`config.mk`:
```
export PLATFORM = sky130hd
export DESIGN_NAME = code128b_symbol_encoder
export DESIGN_NICKNAME = d
export VERILOG_FILES = /design/src/rtl/c128b_pkg.sv /design/src/rtl/c128b_out_format.sv /design/src/rtl/code128b_symbol_encoder.sv
export VERILOG_INCLUDE_DIRS = /design/src /design/src/rtl
export SDC_FILE = /design/constraint.sdc
export NUM_CORES = 1
export LEC_CHECK = 0
export BUFFER_PORTS_ARGS = -buffer_cell sky130_fd_sc_hd__buf_4
export CORE_ASPECT_RATIO = 0.75
export CORE_UTILIZATION = 58
export CTS_CLUSTER_DIAMETER = 100
export DETAILED_ROUTE_END_ITERATION = 16
export PLACE_DENSITY = 0.8
export SYNTH_ARGS = -nofsm -noshare
export SYNTH_HDL_FRONTEND = slang
export SYNTH_SLANG_ARGS = --single-unit
export TNS_END_PERCENT = 10
```
`constraint.sdc`:
```
create_clock -name clk -period 10.4 [get_ports clk]
set_input_delay 1.04 -clock clk [delete_from_list [all_inputs] [get_ports clk]]
set_output_delay 1.04 -clock clk [all_outputs]
set_load 0.1 [all_outputs]
```
`src/rtl/code128b_symbol_encoder_defines.svh`:
```
// Assertion macros shared by the encoder RTL.
`ifndef CODE128B_SYMBOL_ENCODER_DEFINES_SVH
`define CODE128B_SYMBOL_ENCODER_DEFINES_SVH

// Same-cycle implication, masked while in reset.
`define C128B_ASSERT_IMPLY(label, clk, rst, ante, cons, msg) \
  label: assert property (@(posedge clk) disable iff (rst) (ante) |-> (cons)) \
    else $error(msg);

// Next-cycle implication, masked while in reset.
`define C128B_ASSERT_NEXT(label, clk, rst, ante, cons, msg) \
  label: assert property (@(posedge clk) disable iff (rst) (ante) |=> (cons)) \
    else $error(msg);

`endif

```
`src/rtl/c128b_pkg.sv`:
```
package c128b_pkg;

  localparam logic [6:0] START_B_CODE  = 7'd104;
  localparam logic [6:0] STOP_CODE     = 7'd106;
  localparam logic [6:0] NUM_PATTERNS  = 7'd106;
  localparam logic [7:0] FIRST_PRINT   = 8'd32;
  localparam logic [7:0] LAST_PRINT    = 8'd126;
  localparam logic [6:0] LAST_WEIGHT   = 7'd102;

  // Stop pattern 2331112
  localparam logic [27:0] STOP_PATTERN = 28'h2331112;

  // One nibble per element: bar, space, bar, space, bar, space.
  localparam logic [23:0] SYM_PATTERN [0:105] = '{
    24'h212222, 24'h222122, 24'h222221, 24'h121223, 24'h121322,
    24'h131222, 24'h122213, 24'h122312, 24'h132212, 24'h221213,
    24'h221312, 24'h231212, 24'h112232, 24'h122132, 24'h122231,
    24'h113222, 24'h123122, 24'h123221, 24'h223211, 24'h221132,
    24'h221231, 24'h213212, 24'h223112, 24'h312131, 24'h311222,
    24'h321122, 24'h321221, 24'h312212, 24'h322112, 24'h322211,
    24'h212123, 24'h212321, 24'h232121, 24'h111323, 24'h131123,
    24'h131321, 24'h112313, 24'h132113, 24'h132311, 24'h211313,
    24'h231113, 24'h231311, 24'h112133, 24'h112331, 24'h132131,
    24'h113123, 24'h113321, 24'h133121, 24'h313121, 24'h211331,
    24'h231131, 24'h213113, 24'h213311, 24'h213131, 24'h311123,
    24'h311321, 24'h331121, 24'h312113, 24'h312311, 24'h332111,
    24'h314111, 24'h221411, 24'h431111, 24'h111224, 24'h111422,
    24'h121124, 24'h121421, 24'h141122, 24'h141221, 24'h112214,
    24'h112412, 24'h122114, 24'h122411, 24'h142112, 24'h142211,
    24'h241211, 24'h221114, 24'h413111, 24'h241112, 24'h134111,
    24'h111242, 24'h121142, 24'h121241, 24'h114212, 24'h124112,
    24'h124211, 24'h411212, 24'h421112, 24'h421211, 24'h212141,
    24'h214121, 24'h412121, 24'h111143, 24'h111341, 24'h131141,
    24'h114113, 24'h114311, 24'h411113, 24'h411311, 24'h113141,
    24'h114131, 24'h311141, 24'h411131, 24'h211412, 24'h211214,
    24'h211232
  };

  typedef struct packed {
    logic [7:0] char_code;
    logic       last_char;
  } char_t;

  typedef struct packed {
    logic [6:0] symbol_value;
    logic [2:0] width_a;
    logic [2:0] width_b;
    logic [2:0] width_c;
    logic [2:0] width_d;
    logic [2:0] width_e;
    logic [2:0] width_f;
    logic [1:0] width_g;
    logic       is_error;
    logic       end_of_message;
  } sym_t;

endpackage

```
`src/rtl/c128b_out_format.sv`:
```
module c128b_out_format (
  input  logic [6:0]      sym_value,
  input  logic            err,
  output c128b_pkg::sym_t beat
);
  import c128b_pkg::*;

  logic [6:0]  idx;
  logic [23:0] pat;

  assign idx = (sym_value < NUM_PATTERNS) ? sym_value : 7'd0;
  assign pat = SYM_PATTERN[idx];

  always_comb begin
    beat = '0;
    if (err) begin
      beat.is_error       = 1'b1;
      beat.end_of_message = 1'b1;
    end else if (sym_value == STOP_CODE) begin
      beat.symbol_value   = sym_value;
      beat.width_a        = STOP_PATTERN[26:24];
      beat.width_b        = STOP_PATTERN[22:20];
      beat.width_c        = STOP_PATTERN[18:16];
      beat.width_d        = STOP_PATTERN[14:12];
      beat.width_e        = STOP_PATTERN[10:8];
      beat.width_f        = STOP_PATTERN[6:4];
      beat.width_g        = STOP_PATTERN[1:0];
      beat.end_of_message = 1'b1;
    end else begin
      beat.symbol_value = sym_value;
      beat.width_a      = pat[22:20];
      beat.width_b      = pat[18:16];
      beat.width_c      = pat[14:12];
      beat.width_d      = pat[10:8];
      beat.width_e      = pat[6:4];
      beat.width_f      = pat[2:0];
    end
  end

endmodule

```
`src/rtl/code128b_symbol_encoder.sv`:
```
// An accepted beat is registered in stage 1, then in the burst register, whose head
// drives the output. Throughput: one beat per cycle for mid-message characters when
// the output does not stall; a first character adds a start symbol and a last adds
// check and stop, during which the input stalls while the burst register drains.
// Reset: synchronous, active high; clears message state, checksum and both stages.
`include "code128b_symbol_encoder_defines.svh"

module code128b_symbol_encoder (
  input  logic             clk,
  input  logic             rst,
  input  logic             char_valid,
  output logic             char_stall,
  input  c128b_pkg::char_t char_beat,
  output logic             sym_valid,
  input  logic             sym_stall,
  output c128b_pkg::sym_t  sym_beat
);
  import c128b_pkg::*;

  // Reduce a value below 9856 modulo 103 by folding: 128 == 25 (mod 103).
  function automatic logic [6:0] mod103(input logic [13:0] x);
    logic [10:0] y;
    logic [8:0]  z;
    logic [8:0]  r;
    y = ({4'b0, x[13:7]} << 4) + ({4'b0, x[13:7]} << 3) + {4'b0, x[13:7]}
        + {4'b0, x[6:0]};
    z = ({5'b0, y[10:7]} << 4) + ({5'b0, y[10:7]} << 3) + {5'b0, y[10:7]}
        + {2'b0, y[6:0]};
    if (z >= 9'd412)      r = z - 9'd412;
    else if (z >= 9'd309) r = z - 9'd309;
    else if (z >= 9'd206) r = z - 9'd206;
    else if (z >= 9'd103) r = z - 9'd103;
    else                  r = z;
    return r[6:0];
  endfunction

  // ---------------------------------------------------------------------
  // Message tracking, done at input accept time
  // ---------------------------------------------------------------------
  logic       in_message;
  logic       dropping;
  logic [6:0] pos;        // weight of the next character, mod 103

  // Stage 1: captured character with its weighted product
  logic        s1_valid;
  logic        s1_err;
  logic        s1_start;
  logic        s1_last;
  logic [6:0]  s1_val;
  logic [13:0] s1_prod;

  // Running checksum, updated as items leave stage 1
  logic [6:0]  acc;

  // Burst register: up to four symbols queued for the output, head at [0]
  logic        b_valid;
  logic [2:0]  b_cnt;
  logic        b_err;
  logic [6:0]  b_sym [4];

  logic        char_accept;
  logic        sym_accept;
  logic        printable;
  logic        s1_load;
  logic        b_free;
  logic        s1_move;
  logic [6:0]  char_val;
  logic [13:0] sum_x;
  logic [6:0]  chk;
  logic [6:0]  acc_next;
  logic [2:0]  b_cnt_next;
  logic [6:0]  b_sym_next [4];

  assign char_accept = char_valid && !char_stall;
  assign sym_accept  = sym_valid && !sym_stall;
  assign printable   = (char_beat.char_code >= FIRST_PRINT) &&
                       (char_beat.char_code <= LAST_PRINT);
  assign s1_load     = char_accept && !dropping;
  assign char_val    = 7'(char_beat.char_code - FIRST_PRINT);

  // The burst frees when empty or when its final symbol leaves this cycle.
  assign b_free      = !b_valid || (sym_accept && (b_cnt == 3'd1));
  assign s1_move     = s1_valid && b_free;
  assign char_stall  = s1_valid && !b_free;

  // Checksum including the character in stage 1
  assign sum_x = {7'b0, acc} + s1_prod;
  assign chk   = mod103(sum_x);

  // Symbol list for the item leaving stage 1
  always_comb begin
    acc_next      = s1_last ? START_B_CODE : chk;
    b_sym_next[0] = s1_val;
    b_sym_next[1] = chk;
    b_sym_next[2] = STOP_CODE;
    b_sym_next[3] = STOP_CODE;
    b_cnt_next    = s1_last ? 3'd3 : 3'd1;
    if (s1_err) begin
      acc_next      = START_B_CODE;
      b_sym_next[0] = 7'd0;
      b_cnt_next    = 3'd1;
    end else if (s1_start) begin
      b_sym_next[0] = START_B_CODE;
      b_sym_next[1] = s1_val;
      b_sym_next[2] = chk;
      b_sym_next[3] = STOP_CODE;
      b_cnt_next    = s1_last ? 3'd4 : 3'd2;
    end
  end

  // Control state
  always_ff @(posedge clk) begin
    if (rst) begin
      in_message <= 1'b0;
      dropping   <= 1'b0;
      pos        <= 7'd1;
      s1_valid   <= 1'b0;
      acc        <= START_B_CODE;
      b_valid    <= 1'b0;
      b_cnt      <= 3'd0;
    end else begin
      // An aborted message swallows beats up to its last character.
      if (char_accept && dropping && char_beat.last_char) begin
        dropping <= 1'b0;
      end
      if (s1_load) begin
        if (!printable) begin
          in_message <= 1'b0;
          pos        <= 7'd1;
          dropping   <= !char_beat.last_char;
        end else begin
          in_message <= !char_beat.last_char;
          if (char_beat.last_char) begin
            pos <= 7'd1;
          end else if (pos == LAST_WEIGHT) begin
            pos <= 7'd0;
          end else begin
            pos <= pos + 7'd1;
          end
        end
      end

      // A new beat refills stage 1 in the same cycle its item moves on.
      if (s1_load) begin
        s1_valid <= 1'b1;
      end else if (s1_move) begin
        s1_valid <= 1'b0;
      end

      // A reload replaces the burst whose final symbol leaves this cycle.
      if (s1_move) begin
        b_valid <= 1'b1;
        b_cnt   <= b_cnt_next;
        acc     <= acc_next;
      end else if (sym_accept) begin
        b_cnt <= b_cnt - 3'd1;
        if (b_cnt == 3'd1) begin
          b_valid <= 1'b0;
        end
      end
    end
  end

  // Payload registers
  always_ff @(posedge clk) begin
    if (s1_load) begin
      s1_err   <= !printable;
      s1_start <= !in_message;
      s1_last  <= char_beat.last_char;
      s1_val   <= char_val;
      s1_prod  <= {7'b0, char_val} * {7'b0, pos};
    end
    if (s1_move) begin
      b_err    <= s1_err;
      b_sym[0] <= b_sym_next[0];
      b_sym[1] <= b_sym_next[1];
      b_sym[2] <= b_sym_next[2];
      b_sym[3] <= b_sym_next[3];
    end else if (sym_accept) begin
      b_sym[0] <= b_sym[1];
      b_sym[1] <= b_sym[2];
      b_sym[2] <= b_sym[3];
    end
  end

  // Head of the burst, expanded to bar and space widths
  assign sym_valid = b_valid;

  c128b_out_format u_fmt (
    .sym_value (b_sym[0]),
    .err       (b_err),
    .beat      (sym_beat)
  );

  // ---------------------------------------------------------------------
  // Assertions
  // ---------------------------------------------------------------------
  `C128B_ASSERT_IMPLY(a_burst_nonempty, clk, rst, b_valid,
    (b_cnt != 3'd0) && (b_cnt <= 3'd4), "burst valid with bad symbol count")
  `C128B_ASSERT_IMPLY(a_acc_range, clk, rst, 1'b1,
    (acc <= 7'd102) || (acc == START_B_CODE), "checksum out of range")
  `C128B_ASSERT_IMPLY(a_err_single, clk, rst, b_valid && b_err,
    b_cnt == 3'd1, "error result queued with other symbols")
  `C128B_ASSERT_NEXT(a_s1_holds, clk, rst, s1_valid && !b_free,
    s1_valid && $stable(s1_val) && $stable(s1_prod), "stage 1 item lost while blocked")

endmodule

```
==> summary.txt <==
Width of the chip = 144.3 µm
Crit Path Max Fanout = 8
Syn nets = 1271
Per-cell routed wire length = 21.33 µm
Core area = 0.01464 mm²
IO buf count = 42
CTS tree = yes
Max-slew violations = 0
DRT iter0 DRCs = 1299
Critical path class = reg2reg
Share of layout cells above drive strength 1 = 8.326%
Max-cap viol count = 0
Avg Inst Size Synth = 7.763 µm²
Die height = 108.7 µm
Number of fillers in the final layout = 1256
Post-CTS setup buffers = 0
Storage element area = 0.001802 mm²
Ant diodes = 0
Gp weighted congestion = 1.005
Fin Clk Skew = 0.005290 ns
F_max = 111.5 MHz
DRC violations left = 0
CTS Buf Count = 9
DR vias/cell = 6.629
Cell taking the most area after synthesis = edfxtp_1
Starting density of the core = 60.17%
Via count = 8890
DIE AREA = 0.01569 mm²
Crit path largest cell delay = 0.52 ns
Gr usage total = 37.41%
Max clock buf depth = 2
Post-CTS Hold Fix Bufs = 0
Setup tns final = 0 ns
Wirelength, routed = 28600 µm
Number of global-route vias before repair = 8113
Synth-to-Final Area Change = 8.165%
Startpoint Class = flip-flop
Crit-path slowest cell = fa_1
Worst Setup End Kind = flip-flop
Initial antenna violation count = 1
# clock sinks = 67
Register area share after synthesis = 20.45%
Overflow after GRT = 0
Synth top area share = 15.68%
Final setup fails = 0
Relative slew slack = 25.55%
# nets final = 1272
Top_reg_cell synth = edfxtp_1
First-pass GRT wire length = 44730 µm
Area occupied by multi-input gates = 0.006430 mm²
Most frequent cells after synthesis = 137 x nand2_1, 107 x a21oi_1, 90 x ha_1
Clock latency on the worst-skew pair = 0.33 ns
Async set-or-reset flop fraction in the synthesized netlist = 0%
Worst slew pin tran = 1.116 ns
Arrival time at the worst endpoint = 9.04 ns
Worst min path class = reg2reg
Largest net degree at the start of global routing = 50
Worst-path clk slew = 0.06 ns
Top-count cell post-synth = nand2_1
Antenna Nets Post-Route = 0
Period utilisation layout = 86.22%
Netlist cell types = 82
RSZ-0062 raised after global routing = false
CTS resizes = 0
Row count = 38
Root Buffer = clkbuf_16
Critical Path RT = 10.47 ns
Final hold violations = 0
Ranking of synthesized cells by area = edfxtp_1 16%, ha_1 13%, fa_1 7.5%
Post-synth EDFFs = 46
Post-Syn Area = 0.008811 mm²
Status = complete, no violations
Hpwl dp = 20950 µm
Top Ports = 44
Pre-antenna DRT Iters = 7
FF+latch count, synth = 67
Final worst path period need = 8.967 ns
Cells after Synth = 1135
H-tree depth = 3
Synth warn = 0
Most common cell on crit path = ha_1
-- stage by stage --
| step | area [µm²] | util [%] | setup WS, ns | hold slack [ns] | instances |
|---|---|---|---|---|---|
| 2_1_floorplan | 8811 | - | 2.430 | 0.4279 | 1135 |
| 3_3_place_gp | 9229 | 63.02 | 1.767 | 0.4359 | 1325 |
| 3_5_place_dp | 9229 | 63.02 | 1.510 | 0.4448 | 1325 |
| 4_1_cts | 9530 | 65.08 | 1.492 | 0.4652 | 1341 |
| 5_1_grt | 9530 | 65.08 | 0.6178 | 0.4904 | 1341 |
| 6_report | 9530 | 65.08 | 1.433 | 0.4617 | 1341 |
-- metal layers --
layer / track usage, % / vias to the layer above / wire length [µm] / part of all wire (%)
met2: 49.76 / 649 / 11180 / 39
met1: 55.44 / 4112 / 12510 / 44
met4: 7.218 / 2 / 412 / 1.4
met5: 0 / - / 46 / 0.16
met3: 15.81 / 63 / 4455 / 16
li1: - / 4064 / - / -
-- cells in the final DEF (no fill, tap or decap), drive strengths merged, types with 7 or more instances in the layout --
cell type | Yosys | routed
nor2b | 23 | 23
o31ai | 10 | 10
o21bai | 8 | 8
a21o | 15 | 15
a21oi | 108 | 108
and2 | 21 | 21
nand2b | 10 | 10
inv | 88 | 89
nor3 | 18 | 18
edfxtp | 46 | 46
o2111ai | 7 | 7
o211ai | 17 | 17
and3 | 12 | 12
a211oi | 12 | 12
or3 | 9 | 9
o22ai | 7 | 7
nand4 | 8 | 8
xnor2 | 36 | 36
o221ai | 7 | 7
or4 | 7 | 7
clkbuf | 57 | 9
a31oi | 16 | 16
nand3 | 30 | 30
buf | 7 | 54
dfxtp | 21 | 21
xor2 | 12 | 12
nand2 | 137 | 137
o21ai | 77 | 77
ha | 90 | 90
fa | 33 | 33
nor2 | 87 | 87
or2 | 7 | 7
-- logic make-up after synthesis --
logic type | share of synthesized area [%]
compound gates | 24.96
xor+xnor | 5.126
fa+ha+maj | 20.51
buf+inv | 6.688
flops | 20.45
mux | 0.8378
other cells | 0.04256
simple gates | 21.39
-- sequential cells by signal, summed over array words and instances, names as in the netlist --
| name | cells |
|---|---|
| b_sym | 21 |
| s1_prod | 14 |
| acc | 7 |
| pos | 7 |
| s1_val | 7 |
| b_cnt | 3 |
| b_err | 1 |
| dropping | 1 |
| in_message | 1 |
| s1_err | 1 |
| s1_last | 1 |
| s1_start | 1 |
| s1_valid | 1 |
| sym_valid | 1 |
-- critical path: cells and delay by family, from the launching register on --
family                     cells  cell delay, ns
AOI/OAI and AO/OA             13            2.67
xor gates and xnor gates       4            1.22
adders and majority gates      8            2.78
buffers and inverters          3            0.38
DFF                            1            0.37
and+or+nand+nor                7            1.25
-- layout make-up --
cell class	count	area share [%]
Clock inverter	7	0.8008
Sequential cell	67	18.91
Timing Repair Buffer	54	4.254
Tap cell	200	2.626
Inverter	91	3.584
Multi-Input combinational cell	913	67.47
Clock buffer	9	2.363
-- final timing paths --
check        slack [ns]     endpoint        from  cells after the start
min                0.46     s1_start  in_message                      1
max reg2reg        1.43  b_sym[0][9]  s1_prod[0]                     35
min reg2reg        0.46     s1_start  in_message                      1
max                1.43  b_sym[0][9]  s1_prod[0]                     35
Power is left out: the tool's default activity adds up to more than one toggle a clock period on the data nets, which glitch-free logic cannot reach.
